--- src/rtl/cab_pkg.sv ---
// shared types, constants and helpers of the checkerboard alpha backdrop
// no dependencies; used by every module in rtl/
`default_nettype none

package cab_pkg;

   // tile and cell geometry; tile sizes are powers of two, cells are 16 pixels
   localparam int TILE_W_BITS = 6;
   localparam int TILE_H_BITS = 6;
   localparam int CELL_BITS   = 4;

   // checker greys and alpha
   localparam logic [7:0] GREY_DARK  = 8'd128;
   localparam logic [7:0] GREY_STEP  = 8'd63;
   localparam logic [7:0] GREY_LIGHT = GREY_DARK + GREY_STEP;
   localparam logic [7:0] FULL_ALPHA = 8'd255;

   // datapath widths
   localparam int COL_W  = 12;
   localparam int ROW_W  = 16;
   localparam int LINE_W = 13;
   localparam int SIZE_W = 16;
   localparam int POS_W  = 18;
   localparam int PROD_W = POS_W + SIZE_W + 1;
   localparam int MAG_W  = 33;
   localparam int CNT_W  = $clog2(MAG_W);
   localparam int DIFF_W = 17;

   localparam logic [LINE_W-1:0] MAX_LINE = 13'd4096;

   // configuration port
   localparam int ADDR_W = 5;
   localparam int DATA_W = 32;

   // queue between front and back
   localparam int QUEUE_DEPTH = 2;
   localparam int QPTR_W      = $clog2(QUEUE_DEPTH);
   localparam int QCNT_W      = $clog2(QUEUE_DEPTH + 1);

   typedef enum logic [2:0] {
      REG_SCALED_MODE   = 3'd0,
      REG_ORIGIN_X      = 3'd1,
      REG_ORIGIN_Y      = 3'd2,
      REG_LINE_WIDTH    = 3'd3,
      REG_SOURCE_WIDTH  = 3'd4,
      REG_SOURCE_HEIGHT = 3'd5,
      REG_SCALED_WIDTH  = 3'd6,
      REG_SCALED_HEIGHT = 3'd7
   } csr_reg_type;

   typedef struct packed {
      logic                     scaled_mode;
      logic signed [15:0]       origin_x;
      logic signed [15:0]       origin_y;
      logic [LINE_W-1:0]        line_width;
      logic [SIZE_W-1:0]        source_width;
      logic [SIZE_W-1:0]        source_height;
      logic [SIZE_W-1:0]        scaled_width;
      logic [SIZE_W-1:0]        scaled_height;
   } cfg_type;

   // one classified pixel waiting for the back end
   typedef struct packed {
      logic signed [POS_W-1:0]  pos_x;
      logic signed [POS_W-1:0]  pos_y;
      logic [7:0]               alpha;
      logic [7:0]               red;
      logic [7:0]               green;
      logic [7:0]               blue;
   } queue_entry_type;

   typedef enum logic [2:0] {
      BK_IDLE,
      BK_MUL,
      BK_ABS,
      BK_DIV,
      BK_TILE,
      BK_MIX,
      BK_SUM,
      BK_OUT
   } back_state_type;

   // grey of the checker cell from the cell bits of both tile coordinates
   function automatic logic [7:0] cell_grey(input logic cell_x, input logic cell_y);
      return (cell_x ^ cell_y) ? GREY_LIGHT : GREY_DARK;
   endfunction

endpackage

`default_nettype wire

--- src/rtl/cab_front.sv ---
// front end: accepts pixel beats, tracks column and row, forms the tile origin position
// depends on cab_pkg
`default_nettype none

module cab_front (
   input  wire logic                       clock,
   input  wire logic                       reset,
   input  wire cab_pkg::cfg_type           cfg,
   input  wire logic                       req_valid,
   output logic                            req_ready,
   input  wire logic                       req_frame_start,
   input  wire logic [7:0]                 req_pixel_alpha,
   input  wire logic [7:0]                 req_pixel_red,
   input  wire logic [7:0]                 req_pixel_green,
   input  wire logic [7:0]                 req_pixel_blue,
   output logic                            push_valid,
   input  wire logic                       push_ready,
   output cab_pkg::queue_entry_type        push_data
);

   logic [cab_pkg::COL_W-1:0]  column_ff, column_in, col_eff;
   logic [cab_pkg::ROW_W-1:0]  row_ff, row_in, row_eff;
   logic [cab_pkg::LINE_W-1:0] col_next;

   assign req_ready  = push_ready;
   assign push_valid = req_valid;

   // frame start restarts the counters for this beat
   always_comb begin
      col_eff  = req_frame_start ? '0 : column_ff;
      row_eff  = req_frame_start ? '0 : row_ff;
      col_next = {1'b0, col_eff} + 13'd1;
   end

   // advance position on every accepted beat
   always_comb begin
      column_in = column_ff;
      row_in    = row_ff;
      if (req_valid && push_ready) begin
         if (col_next >= cfg.line_width) begin
            column_in = '0;
            row_in    = row_eff + 16'd1;
         end else begin
            column_in = col_next[cab_pkg::COL_W-1:0];
            row_in    = row_eff;
         end
      end
   end

   always_ff @(posedge clock) begin
      if (reset) begin
         column_ff <= '0;
         row_ff    <= '0;
      end else begin
         column_ff <= column_in;
         row_ff    <= row_in;
      end
   end

   // positions relative to the origin, sign extended
   always_comb begin
      push_data.pos_x = {{2{cfg.origin_x[15]}}, cfg.origin_x} + {6'd0, col_eff};
      push_data.pos_y = {{2{cfg.origin_y[15]}}, cfg.origin_y} + {2'd0, row_eff};
      push_data.alpha = req_pixel_alpha;
      push_data.red   = req_pixel_red;
      push_data.green = req_pixel_green;
      push_data.blue  = req_pixel_blue;
   end

endmodule

`default_nettype wire

--- src/rtl/cab_queue.sv ---
// short queue between front and back ends, register based
// depends on cab_pkg
`default_nettype none

module cab_queue (
   input  wire logic                       clock,
   input  wire logic                       reset,
   input  wire logic                       push_valid,
   output logic                            push_ready,
   input  wire cab_pkg::queue_entry_type   push_data,
   output logic                            pop_valid,
   input  wire logic                       pop_ready,
   output cab_pkg::queue_entry_type        pop_data
);

   cab_pkg::queue_entry_type        entry_ff [cab_pkg::QUEUE_DEPTH];
   logic [cab_pkg::QPTR_W-1:0]      wr_ptr_ff, wr_ptr_in;
   logic [cab_pkg::QPTR_W-1:0]      rd_ptr_ff, rd_ptr_in;
   logic [cab_pkg::QCNT_W-1:0]      count_ff, count_in;
   logic                            do_push, do_pop;

   assign push_ready = (count_ff != cab_pkg::QCNT_W'(cab_pkg::QUEUE_DEPTH));
   assign pop_valid  = (count_ff != '0);
   assign pop_data   = entry_ff[rd_ptr_ff];
   assign do_push    = push_valid && push_ready;
   assign do_pop     = pop_valid && pop_ready;

   // pointer and fill count update
   always_comb begin
      wr_ptr_in = wr_ptr_ff;
      rd_ptr_in = rd_ptr_ff;
      count_in  = count_ff;
      if (do_push) begin
         wr_ptr_in = (wr_ptr_ff == cab_pkg::QPTR_W'(cab_pkg::QUEUE_DEPTH - 1)) ?
                     '0 : wr_ptr_ff + 1'b1;
      end
      if (do_pop) begin
         rd_ptr_in = (rd_ptr_ff == cab_pkg::QPTR_W'(cab_pkg::QUEUE_DEPTH - 1)) ?
                     '0 : rd_ptr_ff + 1'b1;
      end
      if (do_push && !do_pop) begin
         count_in = count_ff + 1'b1;
      end else if (do_pop && !do_push) begin
         count_in = count_ff - 1'b1;
      end
   end

   always_ff @(posedge clock) begin
      if (reset) begin
         wr_ptr_ff <= '0;
         rd_ptr_ff <= '0;
         count_ff  <= '0;
      end else begin
         wr_ptr_ff <= wr_ptr_in;
         rd_ptr_ff <= rd_ptr_in;
         count_ff  <= count_in;
      end
   end

   // entry storage
   always_ff @(posedge clock) begin
      if (do_push) begin
         entry_ff[wr_ptr_ff] <= push_data;
      end
   end

endmodule

`default_nettype wire

--- src/rtl/cab_back.sv ---
// back end: scaled tile position (multiply, bit-serial divide), checker grey, blend
// depends on cab_pkg
`default_nettype none

module cab_back (
   input  wire logic                       clock,
   input  wire logic                       reset,
   input  wire cab_pkg::cfg_type           cfg,
   input  wire logic                       pop_valid,
   output logic                            pop_ready,
   input  wire cab_pkg::queue_entry_type   pop_data,
   output logic                            rsp_valid,
   input  wire logic                       rsp_ready,
   output logic [7:0]                      rsp_out_red,
   output logic [7:0]                      rsp_out_green,
   output logic [7:0]                      rsp_out_blue
);

   cab_pkg::back_state_type             state_ff, state_in;
   cab_pkg::queue_entry_type            item_ff;

   // control from the output decode
   logic load_item, load_mul, load_abs, step_div, load_tile, load_mix, load_sum;

   // divider datapath, index 0 is horizontal and 1 vertical
   logic signed [cab_pkg::PROD_W-1:0]   prod_ff  [2];
   logic signed [cab_pkg::PROD_W-1:0]   prod_mul [2];
   logic [cab_pkg::PROD_W-1:0]          prod_abs [2];
   logic                                neg_ff   [2];
   logic [cab_pkg::MAG_W-1:0]           dvd_ff   [2];
   logic [cab_pkg::MAG_W-1:0]           dvd_in   [2];
   logic [cab_pkg::SIZE_W-1:0]          rem_ff   [2];
   logic [cab_pkg::SIZE_W-1:0]          rem_in   [2];
   logic [cab_pkg::SIZE_W:0]            rem_sh   [2];
   logic [cab_pkg::SIZE_W-1:0]          divisor  [2];
   logic                                rem_ge   [2];
   logic [cab_pkg::MAG_W-1:0]           quo_sgn  [2];
   logic [cab_pkg::CNT_W-1:0]           cnt_ff;
   logic                                div_last;

   // blend datapath
   logic [7:0]                          grey_ff, grey_direct, grey_scaled;
   logic [7:0]                          pix      [3];
   logic signed [8:0]                   sub      [3];
   logic signed [17:0]                  mix      [3];
   logic signed [cab_pkg::DIFF_W-1:0]   diff_ff  [3];
   logic [cab_pkg::DIFF_W-1:0]          dmag     [3];
   logic [15:0]                         rnd      [3];
   logic [16:0]                         est      [3];
   logic [7:0]                          blended  [3];
   logic [7:0]                          out_ff   [3];

   assign div_last = (cnt_ff == cab_pkg::CNT_W'(cab_pkg::MAG_W - 1));

   // next state
   always_comb begin
      state_in = state_ff;
      case (state_ff)
         cab_pkg::BK_IDLE: begin
            if (pop_valid) begin
               state_in = cfg.scaled_mode ? cab_pkg::BK_MUL : cab_pkg::BK_MIX;
            end
         end
         cab_pkg::BK_MUL:  state_in = cab_pkg::BK_ABS;
         cab_pkg::BK_ABS:  state_in = cab_pkg::BK_DIV;
         cab_pkg::BK_DIV: begin
            if (div_last) begin
               state_in = cab_pkg::BK_TILE;
            end
         end
         cab_pkg::BK_TILE: state_in = cab_pkg::BK_MIX;
         cab_pkg::BK_MIX:  state_in = cab_pkg::BK_SUM;
         cab_pkg::BK_SUM:  state_in = cab_pkg::BK_OUT;
         cab_pkg::BK_OUT: begin
            if (rsp_ready) begin
               state_in = cab_pkg::BK_IDLE;
            end
         end
         default:          state_in = cab_pkg::BK_IDLE;
      endcase
   end

   // output decode
   always_comb begin
      pop_ready = 1'b0;
      rsp_valid = 1'b0;
      load_item = 1'b0;
      load_mul  = 1'b0;
      load_abs  = 1'b0;
      step_div  = 1'b0;
      load_tile = 1'b0;
      load_mix  = 1'b0;
      load_sum  = 1'b0;
      case (state_ff)
         cab_pkg::BK_IDLE: begin
            pop_ready = 1'b1;
            load_item = pop_valid;
         end
         cab_pkg::BK_MUL:  load_mul  = 1'b1;
         cab_pkg::BK_ABS:  load_abs  = 1'b1;
         cab_pkg::BK_DIV:  step_div  = 1'b1;
         cab_pkg::BK_TILE: load_tile = 1'b1;
         cab_pkg::BK_MIX:  load_mix  = 1'b1;
         cab_pkg::BK_SUM:  load_sum  = 1'b1;
         cab_pkg::BK_OUT:  rsp_valid = 1'b1;
         default: begin
            pop_ready = 1'b0;
         end
      endcase
   end

   always_ff @(posedge clock) begin
      if (reset) begin
         state_ff <= cab_pkg::BK_IDLE;
      end else begin
         state_ff <= state_in;
      end
   end

   // direct-mode grey straight from the positions
   always_comb begin
      logic [cab_pkg::TILE_W_BITS-1:0] tile_x;
      logic [cab_pkg::TILE_H_BITS-1:0] tile_y;
      tile_x      = pop_data.pos_x[cab_pkg::TILE_W_BITS-1:0];
      tile_y      = pop_data.pos_y[cab_pkg::TILE_H_BITS-1:0];
      grey_direct = cab_pkg::cell_grey(tile_x[cab_pkg::CELL_BITS],
                                       tile_y[cab_pkg::CELL_BITS]);
   end

   // position times source size, magnitude, and one restoring divide step per axis
   always_comb begin
      prod_mul[0] = $signed(item_ff.pos_x) * $signed({1'b0, cfg.source_width});
      prod_mul[1] = $signed(item_ff.pos_y) * $signed({1'b0, cfg.source_height});
      divisor[0]  = cfg.scaled_width;
      divisor[1]  = cfg.scaled_height;
      for (int a = 0; a < 2; a++) begin
         prod_abs[a] = prod_ff[a][cab_pkg::PROD_W-1] ? (~prod_ff[a] + 1'b1) : prod_ff[a];
         rem_sh[a]   = {rem_ff[a], dvd_ff[a][cab_pkg::MAG_W-1]};
         rem_ge[a]   = (rem_sh[a] >= {1'b0, divisor[a]});
         rem_in[a]   = rem_ge[a] ? (rem_sh[a][cab_pkg::SIZE_W-1:0] - divisor[a])
                                 : rem_sh[a][cab_pkg::SIZE_W-1:0];
         dvd_in[a]   = {dvd_ff[a][cab_pkg::MAG_W-2:0], rem_ge[a]};
         quo_sgn[a]  = neg_ff[a] ? (~dvd_ff[a] + 1'b1) : dvd_ff[a];
      end
   end

   // scaled-mode grey from the signed quotients
   always_comb begin
      logic [cab_pkg::TILE_W_BITS-1:0] qtile_x;
      logic [cab_pkg::TILE_H_BITS-1:0] qtile_y;
      qtile_x     = quo_sgn[0][cab_pkg::TILE_W_BITS-1:0];
      qtile_y     = quo_sgn[1][cab_pkg::TILE_H_BITS-1:0];
      grey_scaled = cab_pkg::cell_grey(qtile_x[cab_pkg::CELL_BITS],
                                       qtile_y[cab_pkg::CELL_BITS]);
   end

   // differences times alpha
   always_comb begin
      pix[0] = item_ff.red;
      pix[1] = item_ff.green;
      pix[2] = item_ff.blue;
      for (int c = 0; c < 3; c++) begin
         sub[c] = $signed({1'b0, pix[c]}) - $signed({1'b0, grey_ff});
         mix[c] = sub[c] * $signed({1'b0, item_ff.alpha});
      end
   end

   // rounded divide by 255, sign restored, added to the grey; opaque pixels pass unchanged
   always_comb begin
      for (int c = 0; c < 3; c++) begin
         dmag[c] = diff_ff[c][cab_pkg::DIFF_W-1] ? (~diff_ff[c] + 1'b1) : diff_ff[c];
         rnd[c]  = dmag[c][15:0] + 16'd127;
         est[c]  = {1'b0, rnd[c]} + {9'd0, rnd[c][15:8]} + 17'd1;
         if (item_ff.alpha == cab_pkg::FULL_ALPHA) begin
            blended[c] = pix[c];
         end else if (diff_ff[c][cab_pkg::DIFF_W-1]) begin
            blended[c] = grey_ff - est[c][15:8];
         end else begin
            blended[c] = grey_ff + est[c][15:8];
         end
      end
   end

   // datapath registers
   always_ff @(posedge clock) begin
      if (load_item) begin
         item_ff <= pop_data;
         grey_ff <= grey_direct;
      end
      if (load_mul) begin
         prod_ff[0] <= prod_mul[0];
         prod_ff[1] <= prod_mul[1];
      end
      if (load_abs) begin
         cnt_ff <= '0;
         for (int a = 0; a < 2; a++) begin
            neg_ff[a] <= prod_ff[a][cab_pkg::PROD_W-1];
            dvd_ff[a] <= prod_abs[a][cab_pkg::MAG_W-1:0];
            rem_ff[a] <= '0;
         end
      end
      if (step_div) begin
         cnt_ff <= cnt_ff + 1'b1;
         for (int a = 0; a < 2; a++) begin
            dvd_ff[a] <= dvd_in[a];
            rem_ff[a] <= rem_in[a];
         end
      end
      if (load_tile) begin
         grey_ff <= grey_scaled;
      end
      if (load_mix) begin
         for (int c = 0; c < 3; c++) begin
            diff_ff[c] <= $signed(mix[c][cab_pkg::DIFF_W-1:0]);
         end
      end
      if (load_sum) begin
         for (int c = 0; c < 3; c++) begin
            out_ff[c] <= blended[c];
         end
      end
   end

   assign rsp_out_red   = out_ff[0];
   assign rsp_out_green = out_ff[1];
   assign rsp_out_blue  = out_ff[2];

endmodule

`default_nettype wire

--- src/rtl/checkerboard_alpha_backdrop.sv ---
// Composites a stream of ARGB pixels over a grey checkerboard (16-pixel cells, 64x64 tile).
// One pixel is worked at a time; the back end takes no new pixel until it is back in IDLE.
// Direct mode steps through IDLE, MIX, SUM and OUT; scaled mode adds MUL, ABS, a 33-step
// bit-serial divider per axis (DIV) and TILE between IDLE and MIX. A result is held in OUT
// until rsp_ready. A two-entry queue keeps taking beats as long as it has room. Opaque pixels
// pass unchanged. Registers sit at byte address 4*index:
// scaled_mode, origin_x, origin_y, line_width, source_width, source_height, scaled_width,
// scaled_height. Zero sizes read back as 1; a line width above 4096 holds 4096.
// depends on cab_pkg, cab_front, cab_queue, cab_back
`default_nettype none

module checkerboard_alpha_backdrop (
   input  wire logic                          clock,
   input  wire logic                          reset,
   // pixel beats
   input  wire logic                          req_valid,
   output logic                               req_ready,
   input  wire logic                          req_frame_start,
   input  wire logic [7:0]                    req_pixel_alpha,
   input  wire logic [7:0]                    req_pixel_red,
   input  wire logic [7:0]                    req_pixel_green,
   input  wire logic [7:0]                    req_pixel_blue,
   // composited beats
   output logic                               rsp_valid,
   input  wire logic                          rsp_ready,
   output logic [7:0]                         rsp_out_red,
   output logic [7:0]                         rsp_out_green,
   output logic [7:0]                         rsp_out_blue,
   // register port
   input  wire logic                          psel,
   input  wire logic                          penable,
   input  wire logic                          pwrite,
   input  wire logic [cab_pkg::ADDR_W-1:0]    paddr,
   input  wire logic [cab_pkg::DATA_W-1:0]    pwdata,
   output logic [cab_pkg::DATA_W-1:0]         prdata,
   output logic                               pready
);

   cab_pkg::cfg_type            cfg_ff, cfg_in;
   cab_pkg::csr_reg_type        reg_sel;
   cab_pkg::queue_entry_type    push_data, pop_data;
   logic                        push_valid, push_ready, pop_valid, pop_ready;
   logic                        csr_write;
   logic [cab_pkg::LINE_W-1:0]  line_wr;

   assign pready    = 1'b1;
   assign reg_sel   = cab_pkg::csr_reg_type'(paddr[4:2]);
   assign csr_write = psel && penable && pwrite && pready;
   assign line_wr   = pwdata[cab_pkg::LINE_W-1:0];

   // register writes with size clamping
   always_comb begin
      cfg_in = cfg_ff;
      if (csr_write) begin
         case (reg_sel)
            cab_pkg::REG_SCALED_MODE:   cfg_in.scaled_mode = pwdata[0];
            cab_pkg::REG_ORIGIN_X:      cfg_in.origin_x    = $signed(pwdata[15:0]);
            cab_pkg::REG_ORIGIN_Y:      cfg_in.origin_y    = $signed(pwdata[15:0]);
            cab_pkg::REG_LINE_WIDTH: begin
               if (line_wr == '0) begin
                  cfg_in.line_width = 13'd1;
               end else if (line_wr > cab_pkg::MAX_LINE) begin
                  cfg_in.line_width = cab_pkg::MAX_LINE;
               end else begin
                  cfg_in.line_width = line_wr;
               end
            end
            cab_pkg::REG_SOURCE_WIDTH:
               cfg_in.source_width  = (pwdata[15:0] == '0) ? 16'd1 : pwdata[15:0];
            cab_pkg::REG_SOURCE_HEIGHT:
               cfg_in.source_height = (pwdata[15:0] == '0) ? 16'd1 : pwdata[15:0];
            cab_pkg::REG_SCALED_WIDTH:
               cfg_in.scaled_width  = (pwdata[15:0] == '0) ? 16'd1 : pwdata[15:0];
            cab_pkg::REG_SCALED_HEIGHT:
               cfg_in.scaled_height = (pwdata[15:0] == '0) ? 16'd1 : pwdata[15:0];
            default: cfg_in = cfg_ff;
         endcase
      end
   end

   always_ff @(posedge clock) begin
      if (reset) begin
         cfg_ff.scaled_mode   <= 1'b0;
         cfg_ff.origin_x      <= '0;
         cfg_ff.origin_y      <= '0;
         cfg_ff.line_width    <= 13'd1;
         cfg_ff.source_width  <= 16'd1;
         cfg_ff.source_height <= 16'd1;
         cfg_ff.scaled_width  <= 16'd1;
         cfg_ff.scaled_height <= 16'd1;
      end else begin
         cfg_ff <= cfg_in;
      end
   end

   // register readback
   always_comb begin
      case (reg_sel)
         cab_pkg::REG_SCALED_MODE:   prdata = {31'd0, cfg_ff.scaled_mode};
         cab_pkg::REG_ORIGIN_X:      prdata = {{16{cfg_ff.origin_x[15]}}, cfg_ff.origin_x};
         cab_pkg::REG_ORIGIN_Y:      prdata = {{16{cfg_ff.origin_y[15]}}, cfg_ff.origin_y};
         cab_pkg::REG_LINE_WIDTH:    prdata = {19'd0, cfg_ff.line_width};
         cab_pkg::REG_SOURCE_WIDTH:  prdata = {16'd0, cfg_ff.source_width};
         cab_pkg::REG_SOURCE_HEIGHT: prdata = {16'd0, cfg_ff.source_height};
         cab_pkg::REG_SCALED_WIDTH:  prdata = {16'd0, cfg_ff.scaled_width};
         cab_pkg::REG_SCALED_HEIGHT: prdata = {16'd0, cfg_ff.scaled_height};
         default:                    prdata = '0;
      endcase
   end

   // position tracking and classification
   cab_front u_front (
      .clock           (clock),
      .reset           (reset),
      .cfg             (cfg_ff),
      .req_valid       (req_valid),
      .req_ready       (req_ready),
      .req_frame_start (req_frame_start),
      .req_pixel_alpha (req_pixel_alpha),
      .req_pixel_red   (req_pixel_red),
      .req_pixel_green (req_pixel_green),
      .req_pixel_blue  (req_pixel_blue),
      .push_valid      (push_valid),
      .push_ready      (push_ready),
      .push_data       (push_data)
   );

   // decoupling queue
   cab_queue u_queue (
      .clock      (clock),
      .reset      (reset),
      .push_valid (push_valid),
      .push_ready (push_ready),
      .push_data  (push_data),
      .pop_valid  (pop_valid),
      .pop_ready  (pop_ready),
      .pop_data   (pop_data)
   );

   // tile lookup and blend
   cab_back u_back (
      .clock         (clock),
      .reset         (reset),
      .cfg           (cfg_ff),
      .pop_valid     (pop_valid),
      .pop_ready     (pop_ready),
      .pop_data      (pop_data),
      .rsp_valid     (rsp_valid),
      .rsp_ready     (rsp_ready),
      .rsp_out_red   (rsp_out_red),
      .rsp_out_green (rsp_out_green),
      .rsp_out_blue  (rsp_out_blue)
   );

endmodule

`default_nettype wire
--- config.mk ---
export PLATFORM = sky130hd
export DESIGN_NAME = checkerboard_alpha_backdrop
export DESIGN_NICKNAME = d
export VERILOG_FILES = /design/src/rtl/cab_pkg.sv /design/src/rtl/cab_front.sv /design/src/rtl/cab_queue.sv /design/src/rtl/cab_back.sv /design/src/rtl/checkerboard_alpha_backdrop.sv
export SDC_FILE = /design/constraint.sdc
export NUM_CORES = 2
export LEC_CHECK = 0
export BUFFER_PORTS_ARGS = -buffer_cell sky130_fd_sc_hd__buf_2
export CORE_UTILIZATION = 55
export CTS_BUF_LIST = sky130_fd_sc_hd__clkbuf_2 sky130_fd_sc_hd__clkbuf_4 sky130_fd_sc_hd__clkbuf_8
export CTS_CLUSTER_DIAMETER = 150
export DETAILED_ROUTE_END_ITERATION = 16
export PLACE_DENSITY = 0.74
export SYNTH_ARGS = -nofsm -noshare
export SYNTH_HDL_FRONTEND = slang
export SYNTH_SLANG_ARGS = --single-unit
--- constraint.sdc ---
create_clock -name clock -period 9.15 [get_ports clock]
set_input_delay 1.3725 -clock clock [delete_from_list [all_inputs] [get_ports clock]]
set_output_delay 1.3725 -clock clock [all_outputs]
set_load 0.02 [all_outputs]
==> metrics.csv <==
stage,metric,value,unit
outcome,outcome,completed,
floorplan,DIE AREA,0.112,mm2
sta,Achievable Freq,0.126,GHz
clock_network,CTS tree,yes,
synthesis,syn_nets,7579,
synthesis,Syn Inst Count,6321,
placement,area post-placement,0.0629,mm2
floorplan,Core ar.,0.109,mm2
clock_network,clock-pin slew on the worst setup and hold paths,0.06,ns
grt,antenna violations before repair,7,
layout,most frequent cells in the layout,"inv_1, nand2_1, fa_1, edfxtp_1, ha_1",
clock_network,Post-CTS Setup Bufs,0,
sta,shortest period the worst path allows,7.92,ns
layout,Layout area overhead,6.53,%
layout,fin area,0.0650,mm2
synthesis,Post-Syn Area,0.0610,mm2
grt,GRT Overall Usage,24.9,%
placement,Routability Congestion,0.944,
worst_setup_path,Max stage delay on crit path,1.04,ns
routing,router iterations before antenna repair,5,
clock_network,clock tree buffer depth,3,
worst_setup_path,most frequent CP cell,fa_1,
clock_network,post-cts resize count,0,
grt,largest net degree at the start of global routing,89,
grt,GR met3 Demand/Resource,3.65,%
placement,Port Buffers,116,
routing,wire per inst,17.2,um
sta,"Setup violations, final",0,
grt,vias in the first global route,45100,
synthesis,Post-synth EDFFs,451,
placement,post-DP HPWL,104000,um
layout,"Core Util, Final",59.4,%
worst_setup_path,"setup slack, reg-to-reg",1.23,ns
layout,share of cells above drive strength 1,7.54,%
clock_network,# clock sinks,597,
worst_setup_path,Setup CP Type,flip-flop to flip-flop,
synthesis,#FFs+latches synth,597,
layout,Fill cells,9136,
sta,max_slew headroom,20.6,%
synthesis,post-synth top area share,24.9,%
synthesis,top_reg_cell synth,edfxtp_1,
floorplan,Ports,136,
worst_hold_path,Hold/Removal Path Class,flip-flop to flip-flop,
synthesis,top post-synthesis cells by area,"fa_1, edfxtp_1, ha_1",
routing,# DRC,0,
floorplan,Initial Util,55.7,%
worst_setup_path,CP max-delay cell,a2111oi_0,
sta,RSZ-0062 raised after global routing,no,
routing,initial drt markers,3131,
worst_setup_path,Worst Setup Start Kind,flip-flop,
layout,"most common cell after layout, fill and taps aside",inv_1,
synthesis,Netlist cell types,88,
sta,Max Slew Vio Count,0,
grt,busiest grt layer,met2,
worst_setup_path,CP Cell Sequence,nand2_1 > fa_1 > inv_1 > fa_1 > fa_1 > fa_1 > inv_1 > fa_1 > inv_1 > fa_1 > ha_1 > and2_1 > o211ai_1 > a2111oi_0 > o31ai_1 > a211oi_1 > a311oi_1 > a21oi_1 > nand4_1 > nand4b_1 > a21oi_1 > xnor2_1,
sta,Least-Margin Pin Slew,1.19,ns
synthesis,"Seq/Total Area, Yosys",27.0,%
routing,final wirelength,136000,um
sta,Sum Neg Setup Slack,0,ns
worst_setup_path,Critical path origin,cfg_ff[37],
grt,met1 Use GR,32.2,%
worst_setup_path,launch point of the worst reg-to-reg path,cfg_ff[37],
sta,final worst path period share,86.5,%
clock_network,CTS Hold Bufs,0,
worst_setup_path,CP Data Arrival Time,8.42,ns
layout,Final nets,7597,
worst_setup_path,WP data required,9.66,ns
floorplan,Die W,335,um
synthesis,Async SR Flop Fraction,0,%
grt,GRT overflow,0,
job,Max-cap violations,0,
clock_network,CTS Buf Count,103,
floorplan,row count,121,
grt,met2 track demand over resource,42.2,%
routing,Vias,43600,
synthesis,Ys Warns,0,
clock_network,clk_lat worst skew,0.77,ns
worst_setup_path,critical path endpoint category,flip-flop,
synthesis,"area leader, netlist",fa_1,
synthesis,syn avg cell area,9.65,um2
clock_network,Root Buffer Master,clkbuf_8,
grt,first-pass GRT wire length,226000,um
worst_hold_path,worst hold start,cfg_ff[55],
sta,Worst Skew,0.0456,ns
worst_setup_path,CP Max Fanout,20,
sta,Hold WS,0.456,ns
sta,final hold violations,0,
routing,Via density,5.52,
routing,post-route antenna net violation count,0,
floorplan,Die Y,335,um
clock_network,H-Tree Depth,3,
==> state kept, by name, indices dropped and copies added, names as in the netlist, 12 cells and up, named ones only <==
| name | count |
|---|---|
| u_queue.entry_ff | 134 |
| cfg_ff | 110 |
| u_back.prod_ff | 68 |
| u_back.item_ff | 67 |
| u_back.dvd_ff | 66 |
| u_back.diff_ff | 51 |
| u_back.rem_ff | 32 |
| u_back.out_ff | 24 |
| u_front.row_ff | 16 |
| u_front.column_ff | 12 |
==> per-layer routing <==
metal  vias up  routed length (um)  share of wire [%]
met2      1345               66900                 49
met1     21600               55700                 41
li1      20300                   -                  -
met5         -                  13             0.0095
met4         2                4800                3.5
met3       306                8890                6.5
==> critical path: cells and delay by family (launching register included) <==
family | cells | cell delay [ns]
adder cells (fa/ha/maj) | 7 | 3.34
AO/OA/AOI/OAI | 7 | 2.49
flip-flops | 1 | 0.89
AND/OR/NAND/NOR | 4 | 0.64
buffers and inverters | 3 | 0.15
XOR/XNOR | 1 | 0.12
==> cell families (layout without fill, tap and decap cells) <==
kind of cell / count (synthesis) / count (layout) / share of synthesized area (%)
multiplexers: 131 / 131 / 2.57
buffers and inverters: 1343 / 1445 / 8.39
AO/OA/AOI/OAI: 804 / 804 / 8.16
adder cells (fa/ha/maj): 1182 / 1182 / 33.6
other: 1 / 5 / 0.00615
flip-flops: 597 / 597 / 27.0
XOR/XNOR: 390 / 390 / 5.66
AND/OR/NAND/NOR: 1873 / 1873 / 14.6
==> cells in the mapped netlist, drive strengths merged, types with 146 or more instances <==
library cell / n
a21oi: 252
dfxtp: 146
o21ai: 234
nor2: 243
and2: 362
xnor2: 236
nand2: 859
edfxtp: 451
xor2: 153
fa: 760
inv: 1082
ha: 421
clkbuf: 222
==> final timing paths <==
path	endpoint	cells past startpoint
worst max-delay path	u_back.prod_ff[0][69]	22
worst min-delay path	cfg_ff[55]	2
worst max register to register	u_back.prod_ff[0][69]	22
worst min register to register	cfg_ff[55]	2
==> stage by stage <==
stage,std cells,setup slack (ns)
after floorplan,6321,0.506
after detailed placement,7710,1.30
after global routing,7903,0.788
final,7903,1.23
after CTS,7899,1.28
after global placement,7710,1.51
==> cell type report <==
type / count / area [um2] / share of cell area [%]
Multi-Input combinational cell: 4381 / 39500 / 60.8
Sequential cell: 597 / 16500 / 25.3
Inverter: 1083 / 4070 / 6.25
Tap cell: 1476 / 1850 / 2.84
Clock buffer: 134 / 1690 / 2.60
Timing Repair Buffer: 173 / 1010 / 1.56
Clock inverter: 55 / 407 / 0.626
Antenna cell: 4 / 10.0 / 0.0154
Power is not shown: default switching activity piles up to over one toggle a cycle in this logic, so the estimate is an artifact.
